**src/hdl/rsa_pkg.sv**
```systemverilog
// shared types and constants for the register slot allocator
package rsa_pkg;

	localparam int SLOT_W = 4;
	localparam int CAP_W = 5;
	localparam int CALC_W = 8;
	localparam int MAX_SLOTS_DEF = 16;

	localparam logic [CAP_W-1:0] SLOT_LIMIT = 5'd16;
	localparam logic [CAP_W-1:0] CAP_RESET = 5'd16;

	typedef enum logic [1:0] {
		ACT_ALLOC = 2'd0,
		ACT_RELEASE = 2'd1,
		ACT_QUERY = 2'd2,
		ACT_BULK = 2'd3
	} action_t;

	typedef enum logic [1:0] {
		ST_OK = 2'd0,
		ST_NO_FREE = 2'd1,
		ST_NOTHING = 2'd2,
		ST_NO_INPUT = 2'd3
	} status_t;

	typedef struct packed {
		action_t action;
		logic is_store;
	} cmd_t;

	typedef struct packed {
		logic [SLOT_W-1:0] slot;
		status_t status;
	} result_t;

endpackage

```
**src/hdl/register_slot_allocator.sv**
```systemverilog
// register slot allocator: free stack, input stack and output queue with a small sequencer
//
// Usage:
//   A command (cmd.action, cmd.is_store) is taken at a clock edge with start high and
//   busy low. Exactly one result per command appears on result for one cycle with done
//   high; the receiver cannot stall it, so it must take it in that cycle.
//   Path from the accepting edge to the done cycle:
//     error results (no free slot, nothing held, no input held): registered straight from S_IDLE
//     allocate, release from the input stack, query, single output release: via S_USE
//     release that moves an output queue entry: via S_USE, then S_MOVE
//     release of all inputs but the oldest: via S_USE, then S_BULK_RD and S_BULK_WR for each
//     input released. busy is low again in the done cycle, so the next command can go in
//   then; no new command is taken while one is in work. Each store has a single read
//   port, whose read data is registered before use.
//   capacity is written on the cfg channel (cfg_valid/cfg_ready) while idle; a
//   transfer refills the free stack and empties the input stack and output queue
//   at the transfer edge itself, no sweep is needed.
//   Reset (arst_n low) does the same refill with capacity 16.
module register_slot_allocator #(
	parameter int MAX_SLOTS = rsa_pkg::MAX_SLOTS_DEF
) (
	input  logic                      clk,
	input  logic                      arst_n,
	input  logic                      start,
	output logic                      busy,
	input  rsa_pkg::cmd_t             cmd,
	output logic                      done,
	output rsa_pkg::result_t          result,
	input  logic                      cfg_valid,
	output logic                      cfg_ready,
	input  logic [rsa_pkg::CAP_W-1:0] cfg_data
);
	import rsa_pkg::*;

	localparam int CNT_W = $clog2(MAX_SLOTS + 1);
	localparam int ADDR_W = (MAX_SLOTS > 1) ? $clog2(MAX_SLOTS) : 1;
	localparam logic [CNT_W-1:0] MAX_CNT = CNT_W'(MAX_SLOTS);

	typedef enum logic [4:0] {
		S_IDLE    = 5'b00001,
		S_USE     = 5'b00010,
		S_MOVE    = 5'b00100,
		S_BULK_RD = 5'b01000,
		S_BULK_WR = 5'b10000
	} state_t;

	function automatic logic [CNT_W-1:0] eff_capacity(input logic [CAP_W-1:0] v);
		logic [CAP_W-1:0] c;
		begin
			c = v;
			if (c == '0) c = CAP_W'(1);
			if (c > SLOT_LIMIT) c = SLOT_LIMIT;
			if (int'(c) > MAX_SLOTS) c = CAP_W'(MAX_SLOTS);
			return CNT_W'(c);
		end
	endfunction

	state_t state_q, state_d;
	logic [CNT_W-1:0] fc_q, fc_d, ic_q, ic_d, oc_q, oc_d, low_q, low_d, eff_q, eff_d;
	logic done_q, done_d;
	result_t result_q, res_d;
	cmd_t cmd_q, cmd_d;
	logic [SLOT_W-1:0] hold_q, hold_d;

	logic accept, cfg_we;
	logic [CNT_W-1:0] fc_dec, ic_dec, oc_dec, oc_dec2;

	// stores
	logic [SLOT_W-1:0] free_stack_q [MAX_SLOTS];
	logic [SLOT_W-1:0] in_stack_q [MAX_SLOTS];
	logic [SLOT_W-1:0] out_queue_q [MAX_SLOTS];

	logic [ADDR_W-1:0] free_raddr, in_raddr, out_raddr;
	logic [ADDR_W-1:0] free_waddr, in_waddr, out_waddr;
	logic [SLOT_W-1:0] free_wdata, in_wdata, out_wdata;
	logic free_we, in_we, out_we;
	logic [SLOT_W-1:0] free_rd_q, in_rd_q, out_rd_q, free_rdata;
	logic free_init_q;
	logic [ADDR_W-1:0] free_raddr_q;
	logic [CALC_W-1:0] free_init_val;

	logic push_en;
	logic [SLOT_W-1:0] push_val;

	assign busy = (state_q != S_IDLE);
	assign accept = start && !busy;
	assign cfg_ready = !busy && !start;
	assign cfg_we = cfg_valid && cfg_ready;
	assign done = done_q;
	assign result = result_q;

	assign fc_dec = fc_q - CNT_W'(1);
	assign ic_dec = ic_q - CNT_W'(1);
	assign oc_dec = oc_q - CNT_W'(1);
	assign oc_dec2 = oc_q - CNT_W'(2);

	assign free_raddr = fc_dec[ADDR_W-1:0];
	assign in_raddr = ((state_q == S_IDLE && cmd.action == ACT_RELEASE) ||
		state_q == S_BULK_RD) ? ic_dec[ADDR_W-1:0] : '0;
	assign out_raddr = (state_q == S_IDLE) ?
		((oc_q > CNT_W'(1)) ? oc_dec2[ADDR_W-1:0] : '0) : oc_dec[ADDR_W-1:0];

	// free stack entries below the lowest written index still hold their refill value
	assign free_init_val = CALC_W'(eff_q) - CALC_W'(1) - CALC_W'(free_raddr_q);
	assign free_rdata = free_init_q ? free_init_val[SLOT_W-1:0] : free_rd_q;

	always_ff @(posedge clk) begin
		if (free_we) free_stack_q[free_waddr] <= free_wdata;
		free_rd_q <= free_stack_q[free_raddr];
		free_raddr_q <= free_raddr;
		free_init_q <= (CNT_W'(free_raddr) < low_q);
	end

	always_ff @(posedge clk) begin
		if (in_we) in_stack_q[in_waddr] <= in_wdata;
		in_rd_q <= in_stack_q[in_raddr];
	end

	always_ff @(posedge clk) begin
		if (out_we) out_queue_q[out_waddr] <= out_wdata;
		out_rd_q <= out_queue_q[out_raddr];
	end

	always_comb begin
		state_d = state_q;
		fc_d = fc_q;
		ic_d = ic_q;
		oc_d = oc_q;
		low_d = low_q;
		eff_d = eff_q;
		done_d = 1'b0;
		res_d.slot = '0;
		res_d.status = ST_OK;
		cmd_d = cmd_q;
		hold_d = hold_q;
		push_en = 1'b0;
		push_val = hold_q;
		free_we = 1'b0;
		free_waddr = fc_q[ADDR_W-1:0];
		free_wdata = push_val;
		in_we = 1'b0;
		in_waddr = ic_q[ADDR_W-1:0];
		in_wdata = free_rdata;
		out_we = 1'b0;
		out_waddr = oc_q[ADDR_W-1:0];
		out_wdata = free_rdata;

		case (state_q)
			S_IDLE: begin
				if (cfg_we) begin
					eff_d = eff_capacity(cfg_data);
					fc_d = eff_d;
					ic_d = '0;
					oc_d = '0;
					low_d = MAX_CNT;
				end else if (accept) begin
					cmd_d = cmd;
					state_d = S_USE;
					case (cmd.action)
						ACT_ALLOC: begin
							if (fc_q == '0) begin
								state_d = S_IDLE;
								done_d = 1'b1;
								res_d.status = ST_NO_FREE;
							end
						end
						ACT_RELEASE: begin
							if (ic_q == '0 && oc_q == '0) begin
								state_d = S_IDLE;
								done_d = 1'b1;
								res_d.status = ST_NOTHING;
							end
						end
						ACT_QUERY, ACT_BULK: begin
							if (ic_q == '0) begin
								state_d = S_IDLE;
								done_d = 1'b1;
								res_d.status = ST_NO_INPUT;
							end
						end
						default: state_d = S_IDLE;
					endcase
				end
			end
			S_USE: begin
				state_d = S_IDLE;
				case (cmd_q.action)
					ACT_ALLOC: begin
						fc_d = fc_dec;
						done_d = 1'b1;
						res_d.slot = free_rdata;
						if (cmd_q.is_store) begin
							if (oc_q < MAX_CNT) begin
								out_we = 1'b1;
								oc_d = oc_q + CNT_W'(1);
							end
						end else begin
							if (ic_q < MAX_CNT) begin
								in_we = 1'b1;
								ic_d = ic_q + CNT_W'(1);
							end
						end
					end
					ACT_RELEASE: begin
						if (ic_q != '0) begin
							ic_d = ic_dec;
							push_en = 1'b1;
							push_val = in_rd_q;
							done_d = 1'b1;
							res_d.slot = in_rd_q;
						end else if (oc_q > CNT_W'(1)) begin
							// second-newest output leaves, newest moves down into its place
							hold_d = out_rd_q;
							state_d = S_MOVE;
						end else begin
							oc_d = '0;
							push_en = 1'b1;
							push_val = out_rd_q;
							done_d = 1'b1;
							res_d.slot = out_rd_q;
						end
					end
					ACT_QUERY: begin
						done_d = 1'b1;
						res_d.slot = in_rd_q;
					end
					ACT_BULK: begin
						hold_d = in_rd_q;
						if (ic_q > CNT_W'(1)) begin
							state_d = S_BULK_RD;
						end else begin
							ic_d = '0;
							done_d = 1'b1;
							res_d.slot = in_rd_q;
						end
					end
					default: state_d = S_IDLE;
				endcase
			end
			S_MOVE: begin
				out_we = 1'b1;
				out_waddr = oc_dec2[ADDR_W-1:0];
				out_wdata = out_rd_q;
				oc_d = oc_dec;
				push_en = 1'b1;
				push_val = hold_q;
				done_d = 1'b1;
				res_d.slot = hold_q;
				state_d = S_IDLE;
			end
			S_BULK_RD: begin
				state_d = S_BULK_WR;
			end
			S_BULK_WR: begin
				// newest input goes back first, oldest one is kept
				push_en = 1'b1;
				push_val = in_rd_q;
				ic_d = ic_dec;
				if (ic_q > CNT_W'(2)) begin
					state_d = S_BULK_RD;
				end else begin
					ic_d = '0;
					done_d = 1'b1;
					res_d.slot = hold_q;
					state_d = S_IDLE;
				end
			end
			default: state_d = S_IDLE;
		endcase

		if (push_en && fc_q < MAX_CNT) begin
			free_we = 1'b1;
			free_wdata = push_val;
			fc_d = fc_q + CNT_W'(1);
			if (fc_q < low_q) low_d = fc_q;
		end
	end

	always_ff @(posedge clk or negedge arst_n) begin
		if (!arst_n) begin
			state_q <= S_IDLE;
			eff_q <= eff_capacity(CAP_RESET);
			fc_q <= eff_capacity(CAP_RESET);
			ic_q <= '0;
			oc_q <= '0;
			low_q <= MAX_CNT;
			done_q <= 1'b0;
		end else begin
			state_q <= state_d;
			eff_q <= eff_d;
			fc_q <= fc_d;
			ic_q <= ic_d;
			oc_q <= oc_d;
			low_q <= low_d;
			done_q <= done_d;
		end
	end

	always_ff @(posedge clk) begin
		result_q <= res_d;
		cmd_q <= cmd_d;
		hold_q <= hold_d;
	end

endmodule

```
**config.mk**
```make
export PLATFORM = sky130hd
export DESIGN_NAME = register_slot_allocator
export DESIGN_NICKNAME = d
export VERILOG_FILES = /design/src/hdl/rsa_pkg.sv /design/src/hdl/register_slot_allocator.sv
export SDC_FILE = /design/constraint.sdc
export NUM_CORES = 1
export LEC_CHECK = 0
export BUFFER_PORTS_ARGS = -buffer_cell sky130_fd_sc_hd__buf_4
export CAP_MARGIN = 20
export CORE_UTILIZATION = 40
export DETAILED_ROUTE_END_ITERATION = 12
export PLACE_DENSITY_LB_ADDON = 0.08
export SLEW_MARGIN = 0
export SYNTH_ARGS = -nofsm -noshare
export SYNTH_HDL_FRONTEND = slang
export SYNTH_SLANG_ARGS = --single-unit
```
**constraint.sdc**
```tcl
create_clock -name clk -period 8.1 [get_ports clk]
set_input_delay 0 -clock clk [delete_from_list [all_inputs] [get_ports clk]]
set_output_delay 0 -clock clk [all_outputs]
set_load 0.01 [all_outputs]
```
==> summary.md <==
| Metric | Value |
|---|---|
| Status | `finished clean` |
| Port Buf Inserts | `20` |
| Post-synthesis cell area | `0.01177 mm^2` |
| RD Place Congestion | `0.8256` |
| WL/cell | `21.45 um` |
| Number of max-cap violations | `0` |
| Max FO, Critical Path | `19` |
| Post-cts repair resize count | `0` |
| Die Y | `173.6 um` |
| Worst R2R Path Depth | `9` |
| Critical-path top delay cell | `a211oi_4` |
| Final core utilization | `0.4664` |
| Cells after Synth | `971` |
| Critical Path Sink Type | `flop` |
| Number of synthesized register bits | `252` |
| Setup bufs post-CTS | `0` |
| Sequential area share after synthesis | `0.6107` |
| Share of cells above drive strength 1 | `0.1201` |
| Dominant cell type by area after synthesis | `edfxtp_1` |
| Slew headroom | `0.3790` |
| Number of synthesized flops with an enable pin | `199` |
| IO Count | `21` |
| Hold WC Path Type | `primary input to flop` |
| Nets | `1034` |
| Startpoint types | `flop` |
| Top delay family on crit path | `compound AO/OA/AOI/OAI gates` |
| Final ANT Viol Nets | `0` |
| Worst-path clk slew | `0.06 ns` |
| First-pass iteration count of the detailed router | `5` |
| Leak Pwr | `4.658 nW` |
| Netlist cell types | `72` |
| Root buffer cell | `clkbuf_16` |
| Required time of the critical path | `8.29 ns` |
| CTS Buf Count | `28` |
| Worst reg2reg path startpoint | `oc_q[1]$_DFFE_PN0P_` |
| Hold_buf cts | `15` |
| Worst Hold Depth | `2` |
| N_diodes | `0` |
| R2R Setup Slk | `4.26 ns` |
| PwrDens | `411.5 mW/mm^2` |
| Top cells by area, synth | `edfxtp_1 (51%), dfrtp_1 (5.7%), dfxtp_1 (3.9%)` |
| Ys async rst share | `0.1190` |
| Final setup viols | `0` |
| Hold Fails Final Rpt | `0` |
| Overall power | `5.540 mW` |
| Global-route wire length before repair | `46.83 mm` |
| H-tree levels | `1` |
| RR Endpoint | `free_stack_q[3][3]$_DFFE_PP_` |
| Setup TNS | `0 ns` |
| Ys Warns | `0` |
| Die X | `173.6 um` |
| Vias | `7814` |
| DRC Markers | `0` |
| Dpl hpwl | `20.50 mm` |
| Gr usage total | `0.2022` |
| Main synth FF type | `edfxtp_1` |
| CTS max path bufs | `3` |
| TritonCTS clock tree | `done` |
| Core area | `0.02886 mm^2` |
| CTS Sinks | `252` |
| Vias in the first global route | `7843` |
| Hold Path Origin | `cmd[0]` |
| VDD IR-drop max | `206.2 uV` |
| Yosys top cell area share | `0.5075` |
| Total grt overflow | `0` |
| Initial antenna violation count | `0` |
| Effective utilization at floorplan | `0.4080` |
| Die Area | `0.03012 mm^2` |
| Worst slew pin tran | `0.9249 ns` |
| Largest net degree at the start of global routing | `38` |
| Fin worst setup slack | `4.263 ns` |
| Post-route clock skew | `0.02209 ns` |
| Row cnt | `62` |
| Syn Nets | `1011` |
| Critical path cell sequence | `inv_1, ha_1, a21bo_2, a211oi_4, o211ai_1, a21oi_1, buf_4, nand2_1, nor3_1` |
| CP max stage delay | `0.79 ns` |
| Drt total wl | `30.03 mm` |
| Arrival time at the worst endpoint | `4.03 ns` |
| Syn avg cell area | `12.13 um^2` |
| Worst-skew pair later-pin latency | `0.55 ns` |
| RSZ-0062 raised after global routing | `no` |
| Critical path class | `flop to flop` |
| Fin crit period | `3.837 ns` |
| Max Slew Vio Count | `0` |
| Final Cycle Share | `0.4737` |
| Post-synth top cells | `edfxtp_1 (199), nand2_1 (102), nor2_1 (90), a21oi_1 (60), o21ai_0 (52)` |
| Area growth, synth to finish | `14.33%` |
| Max Clock Freq | `260.6 MHz` |
| DP Worst Slack | `4.276 ns` |
| CP Buf/Inv Count | `2` |
| Initial DRC Count | `707` |
| Count leader, synth | `edfxtp_1` |
| Via density | `5.581` |
| WHS Endpoint | `cmd_q[0]$_DFFE_PP_` |
## layout by cell type, fill, tap and decap left out, drive strengths merged, types with 20 or more instances in the layout
cell type	n
mux4	20
mux2i	27
o21ai	54
nor3	36
clkbuf	40
dfrtp	27
edfxtp	199
nand2	102
buf	35
inv	24
nor2	92
a21oi	60
dfxtp	23
ha	27
## through the flow
| step | cells | area, um^2 | hold slack (ns) |
|---|---|---|---|
| after floorplan | 971 | 11770 | -0.2956 |
| after global placement | 1333 | 12280 | -0.01857 |
| after detailed placement | 1333 | 12280 | -0.01862 |
| after CTS | 1400 | 13460 | 0.1900 |
| after global routing | 1400 | 13460 | 0.1972 |
| final | 1400 | 13460 | 0.2154 |
## report_power, final
part | internal, mW | switching, mW
logic | 0.743 | 1.47
clock network | 0.889 | 0.505
registers | 1.80 | 0.138
## worst register-to-register path, delay by kind of cell, from the launching register on
family / cells / cell delay [ns]
AOI/OAI and AO/OA: 4 / 1.56
adders and majority gates: 1 / 0.28
buffers and inverters: 2 / 0.46
and+or+nand+nor: 2 / 0.76
DFF: 1 / 0.42
## state kept, by name, indices dropped and copies added (netlist names), 5 cells and up
register / flops
ic_q: 5
free_stack_q: 64
fc_q: 5
result: 6
oc_q: 5
out_queue_q: 64
low_q: 5
state_q: 5
in_stack_q: 64
## worst max-delay path by stage
stage	from	endpoint	slack [ns]	cells after the start
floorplan	oc_q[2]$_DFFE_PN0P_	free_stack_q[2][0]$_DFFE_PP_	5.06	10
global placement	oc_q[1]$_DFFE_PN0P_	free_stack_q[8][3]$_DFFE_PP_	4.33	9
detailed placement	oc_q[1]$_DFFE_PN0P_	free_stack_q[3][0]$_DFFE_PP_	4.28	9
CTS	oc_q[1]$_DFFE_PN0P_	free_stack_q[3][3]$_DFFE_PP_	4.21	9
global route	oc_q[1]$_DFFE_PN0P_	free_stack_q[3][3]$_DFFE_PP_	3.99	9
finish	oc_q[1]$_DFFE_PN0P_	free_stack_q[3][3]$_DFFE_PP_	4.26	9
## area by class of cell
type	instances	area, um^2
clock buffer	40	777.0
clock inverter	12	245.2
fill	2631	15400
inverter	24	90.09
multi-input combinational	639	4262
sequential	252	7191
tap	384	480.5
timing repair buffer	49	415.4
## kinds of logic (layout without fill, tap and decap cells)
| family | count (synthesis) | in the layout | synth area share |
|---|---|---|---|
| and+or+nand+nor | 295 | 295 | 0.1126 |
| DFF | 252 | 252 | 0.6107 |
| AOI/OAI and AO/OA | 244 | 244 | 0.1358 |
| buffers and inverters | 80 | 125 | 0.02784 |
| muxes | 60 | 60 | 0.07364 |
| adders and majority gates | 28 | 28 | 0.03039 |
| xor gates and xnor gates | 12 | 12 | 0.008927 |
## routing by layer
metal	wire [um]	track usage	up-vias	share of wire
met4	956	0.06711	0	0.032
met5	0	0	-	0
met2	14370	0.3357	177	0.48
met3	1096	0.02610	58	0.036
met1	13610	0.2744	3855	0.45
li1	-	-	3724	-
No activity file was read; power rests on OpenSTA's default activity.
